==> config.mk <==
export PLATFORM = sky130hd
export DESIGN_NAME = scst_stack_ram
export DESIGN_NICKNAME = d
export VERILOG_FILES = /design/src/sv/scst_pkg.sv /design/src/sv/scst_stack_ram.sv
export SDC_FILE = /design/constraint.sdc
export NUM_CORES = 2
export LEC_CHECK = 0
export ABC_AREA = 1
export BUFFER_PORTS_ARGS = -buffer_cell sky130_fd_sc_hd__buf_2
export CORE_MARGIN = 3
export CORE_UTILIZATION = 45
export DETAILED_ROUTE_END_ITERATION = 16
export GPL_ROUTABILITY_DRIVEN = 0
export PLACE_DENSITY_LB_ADDON = 0.12
export SLEW_MARGIN = 20
export SYNTH_ARGS = -nofsm -noshare
export SYNTH_HDL_FRONTEND = slang
export SYNTH_SLANG_ARGS = --single-unit
==> constraint.sdc <==
create_clock -name clock -period 22.7 [get_ports clock]
set_input_delay 2.27 -clock clock [delete_from_list [all_inputs] [get_ports clock]]
set_output_delay 2.27 -clock clock [all_outputs]
set_load 0.05 [all_outputs]
==> src/sv/scst_pkg.sv <==
package scst_pkg;

   // default number of entries in the shadow stack
   localparam int STACK_DEPTH_DEFAULT = 64;

   // event kinds
   localparam logic MODE_CALL   = 1'b0;
   localparam logic MODE_RETURN = 1'b1;

   // result status codes
   localparam logic [2:0] ST_PUSHED    = 3'd0;
   localparam logic [2:0] ST_FULL      = 3'd1;
   localparam logic [2:0] ST_MATCHED   = 3'd2;
   localparam logic [2:0] ST_NOT_FOUND = 3'd3;
   localparam logic [2:0] ST_BAD_SP    = 3'd4;

   // one input item
   typedef struct packed {
      logic        mode;
      logic [31:0] stack_pointer;
      logic [31:0] slot_value;
      logic [31:0] instr_pointer;
   } req_type;

   // one result item
   typedef struct packed {
      logic [2:0] status;
      logic [6:0] removed_count;
      logic [6:0] new_depth;
   } rsp_type;

   // one stack entry as held in memory
   typedef struct packed {
      logic [31:0] saved_pointer;
      logic [31:0] saved_slot;
   } entry_type;

endpackage

==> src/sv/scst_stack_ram.sv <==
module scst_stack_ram #(
   parameter int STACK_DEPTH = scst_pkg::STACK_DEPTH_DEFAULT,
   parameter int AW = $clog2(STACK_DEPTH)
) (
   input  logic                clock,
   input  logic                wr_en,
   input  logic [AW-1:0]       wr_addr,
   input  scst_pkg::entry_type wr_data,
   input  logic                rd_en,
   input  logic [AW-1:0]       rd_addr,
   output scst_pkg::entry_type rd_data
);
   import scst_pkg::*;

   entry_type mem [STACK_DEPTH];
   entry_type rd_data_ff;

   // single write port, registered read port
   always_ff @(posedge clock) begin
      if (wr_en) begin
         mem[wr_addr] <= wr_data;
      end
      if (rd_en) begin
         rd_data_ff <= mem[rd_addr];
      end
   end

   assign rd_data = rd_data_ff;

endmodule

Word-level counts from Yosys, hierarchy flattened --
Memories as Yosys holds them, arrays and structs flattened. A register that Yosys moved wholly into a read port is not among the register bits. Cells that the tools add are included.
Cells by class: muxes and demuxes 2
Operator list (number):
- $mux W1 | 2
Storage, ports and cells: word-level logic and storage cells 3, bits in writable memories 4096, register bits 0, memories kept 1
Memory list:
- mem | depth 64, bits a word 64, rd ports 1, clocked after Yosys merged registers in 1, write ports 1, line scst_stack_ram.sv:15 | entry_type mem [STACK_DEPTH];

Longest topological paths before layout --
depth in word-level cells 2, depth in mapped cells 13

Least setup slack after synthesis --
No wires, ideal clock.
path type input-to-reg, start point in wr_en, end point mem mem[48][0] in the netlist's numbering (enable), arrival time 8906 ps, path slack 13148 ps, stages on the path 3, path buffers 1, path through clkbuf_1 > nand4_1 > nor4_1
On the way: word-level cells in the longest chain between the ends 2
RTL lines:
- from (decl) | line scst_stack_ram.sv:6 | input logic wr_en,
- $mux W1 | line scst_stack_ram.sv:20 | if (wr_en) begin
- $mux W1 (implied by the code) | line scst_stack_ram.sv:21 | mem[wr_addr] <= wr_data;
- to (decl) | line scst_stack_ram.sv:15
Every way passes these cells.

==> impl_metrics.json <==
{
  "ctsHoldBuffers": 0,
  "vias": 111000,
  "start_kind": "input pin",
  "hpwl_um": 280000,
  "maxCapViolations": 0,
  "period_share_pct": 30.6,
  "netlist_area_mm2": 0.166,
  "core-area_mm2": 0.366,
  "firstDrtPassIters": 6,
  "cts_resized": 0,
  "crit_type": "input pin to flip-flop",
  "final_cell_mix": "nand2_1, edfxtp_1, nand3_1, clkbuf_16, buf_4",
  "tightest_slew_ns": 1.33,
  "ios": 143,
  "grt_max_degree": 218,
  "synth_seq_cells": 4160,
  "grt_usage_pct": 29.4,
  "rsz0062_at_grt": "false",
  "htree_levels": 5,
  "cts_root_buf": "clkbuf_16",
  "seq_area_mm2": 0.125,
  "area_growth_pct": 11.2,
  "ys_types": 15,
  "cts_tree": "built",
  "synth_cells": 13400,
  "grt_use_met1_pct": 41.0,
  "viasPerCell": 6.00,
  "drt_iter0_markers": 14000,
  "floorplan.initialDensity_pct": 45.3,
  "yosys_warnings": 0,
  "pwr_density_cell_mw_per_mm2": 88.8,
  "wire_per_inst_um": 30.2,
  "setup_viol": 0,
  "fillCellCount": 31400,
  "finalHoldViolations": 0,
  "worstPathArrival_ns": 7.66,
  "status": "completed",
  "ir_drop_v": 0.0000602,
  "layout_commonest_cell": "nand2_1",
  "io_buffers": 142,
  "syn_nets": 13500,
  "grt_pass1_vias": 105000,
  "final_antenna_net_count": 0,
  "multi_input_area_mm2": 0.0366,
  "antenna_found_initial": 45,
  "drc": 0,
  "whs_ns": 0.871,
  "met3_usage_pct": 4.72,
  "top_usage_layer": "met2",
  "met2_usage_pct": 46.9,
  "stdcell_area_mm2": 0.185,
  "num_rows": 222,
  "relSlewSlack_pct": 11.2,
  "placed_area_mm2": 0.171,
  "clkTransAtPathRegs_ns": 0.06,
  "stdcell_count": 18600,
  "p_leak_nw": 64.3,
  "grt_pass1_wl_um": 789000,
  "cts_made_buffers": 431,
  "max_clock_freq_mhz": 144,
  "setup-tns-final_ns": 0,
  "clock_sinks": 4160,
  "postSynthAreaPerCell_um2": 12.4,
  "clock_path_buffers": 4,
  "die_w_um": 613,
  "drive_gt1_share_pct": 7.82,
  "die_area_mm2": 0.376,
  "nNetsFinal": 13400,
  "skew_ns": 0.0322,
  "slew_violations": 0,
  "hold_path_class": "flip-flop to flip-flop",
  "dp.cells": 17700,
  "clk_latency_ns": 0.98,
  "crit_required_ns": 23.42,
  "path_max_fanout": 125,
  "ys_seq_area_share_pct": 75.3,
  "finalCriticalPeriod_ns": 6.94,
  "worst_setup_path_end_kind": "flip-flop",
  "overflow": 0,
  "routed_wl_um": 560000,
  "die_h_um": 613,
  "post-cts-setup-buffer-count": 0
}
-- critical path, cell delays in order --
cell     delay, ns
buf_8         0.50
buf_4         0.60
buf_4         0.86
buf_12        0.46
buf_4         0.89
buf_4         0.76
nand3_1       0.14
nand3_1       0.12
nand3_1       0.08
nand3_1       0.20
nand2_1       0.10
nand2_1       0.12
nand2_1       0.07
-- state kept, by name, indices dropped and copies added, names as in the netlist --
register,count
rd_data,64
mem,4096
-- final cells by class --
cell class	instances	share of cell area (%)
antenna	28	0.0380
sequential	4160	67.7
tap	4816	3.27
inverter	12	0.0556
timing repair buffer	417	1.76
clock buffer	541	6.15
clock inverter	258	1.18
multi-input combinational	8336	19.8
-- per-stage QoR --
stage | worst slack (ns) | power [mW] | utilization, %
after CTS | 15.93 | 16.5 | 50.3
after detailed placement | 14.88 | 9.65 | 46.6
after global placement | 14.93 | 9.64 | 46.6
after global routing | 15.64 | 16.9 | 50.3
after floorplan | 13.15 | 9.26 | -
final | 15.76 | 16.4 | 50.4
-- path summary, 6_finish.rpt --
kind | start | endpoint | slack, ns | depth (start not counted)
max | rd_addr[1] | rd_data[21]$_DFFE_PP_ | 15.76 | 13
min reg2reg | mem[12][26]$_DFFE_PP_ | rd_data[26]$_DFFE_PP_ | 0.87 | 8
min | mem[12][26]$_DFFE_PP_ | rd_data[26]$_DFFE_PP_ | 0.87 | 8
max reg2reg | mem[47][56]$_DFFE_PP_ | rd_data[56]$_DFFE_PP_ | 20.68 | 8
-- cells by family (layout without fill, tap and decap cells) --
family,count (synthesis),count (layout),share of synthesized area [%]
and+or+nand+nor,8336,8336,21.8
DFF,4160,4160,75.3
buffers and inverters,909,1228,2.94
other,0,28,0
-- Yosys cell counts, drive strengths merged --
library cell | instances | area (um^2)
inv | 12 | 50.1
nand4 | 9 | 56.3
edfxtp | 4160 | 125000
nand3 | 3847 | 19300
clkbuf | 147 | 552
buf | 750 | 4280
nor4 | 8 | 50.1
nor2 | 56 | 210
nand2 | 4416 | 16600
-- power breakdown --
| group | internal (mW) | switching, mW |
|---|---|---|
| clock | 3.90 | 2.98 |
| combinational | 0.212 | 0.735 |
| sequential | 8.52 | 0.0304 |
| total | 12.6 | 3.74 |
-- layer usage --
metal	share of wire, %	routed length, um
met1	41	229000
met2	47	261000
met3	8.8	49500
met4	3.7	20800
met5	0.020	110
(Power assumes the default switching activity.)
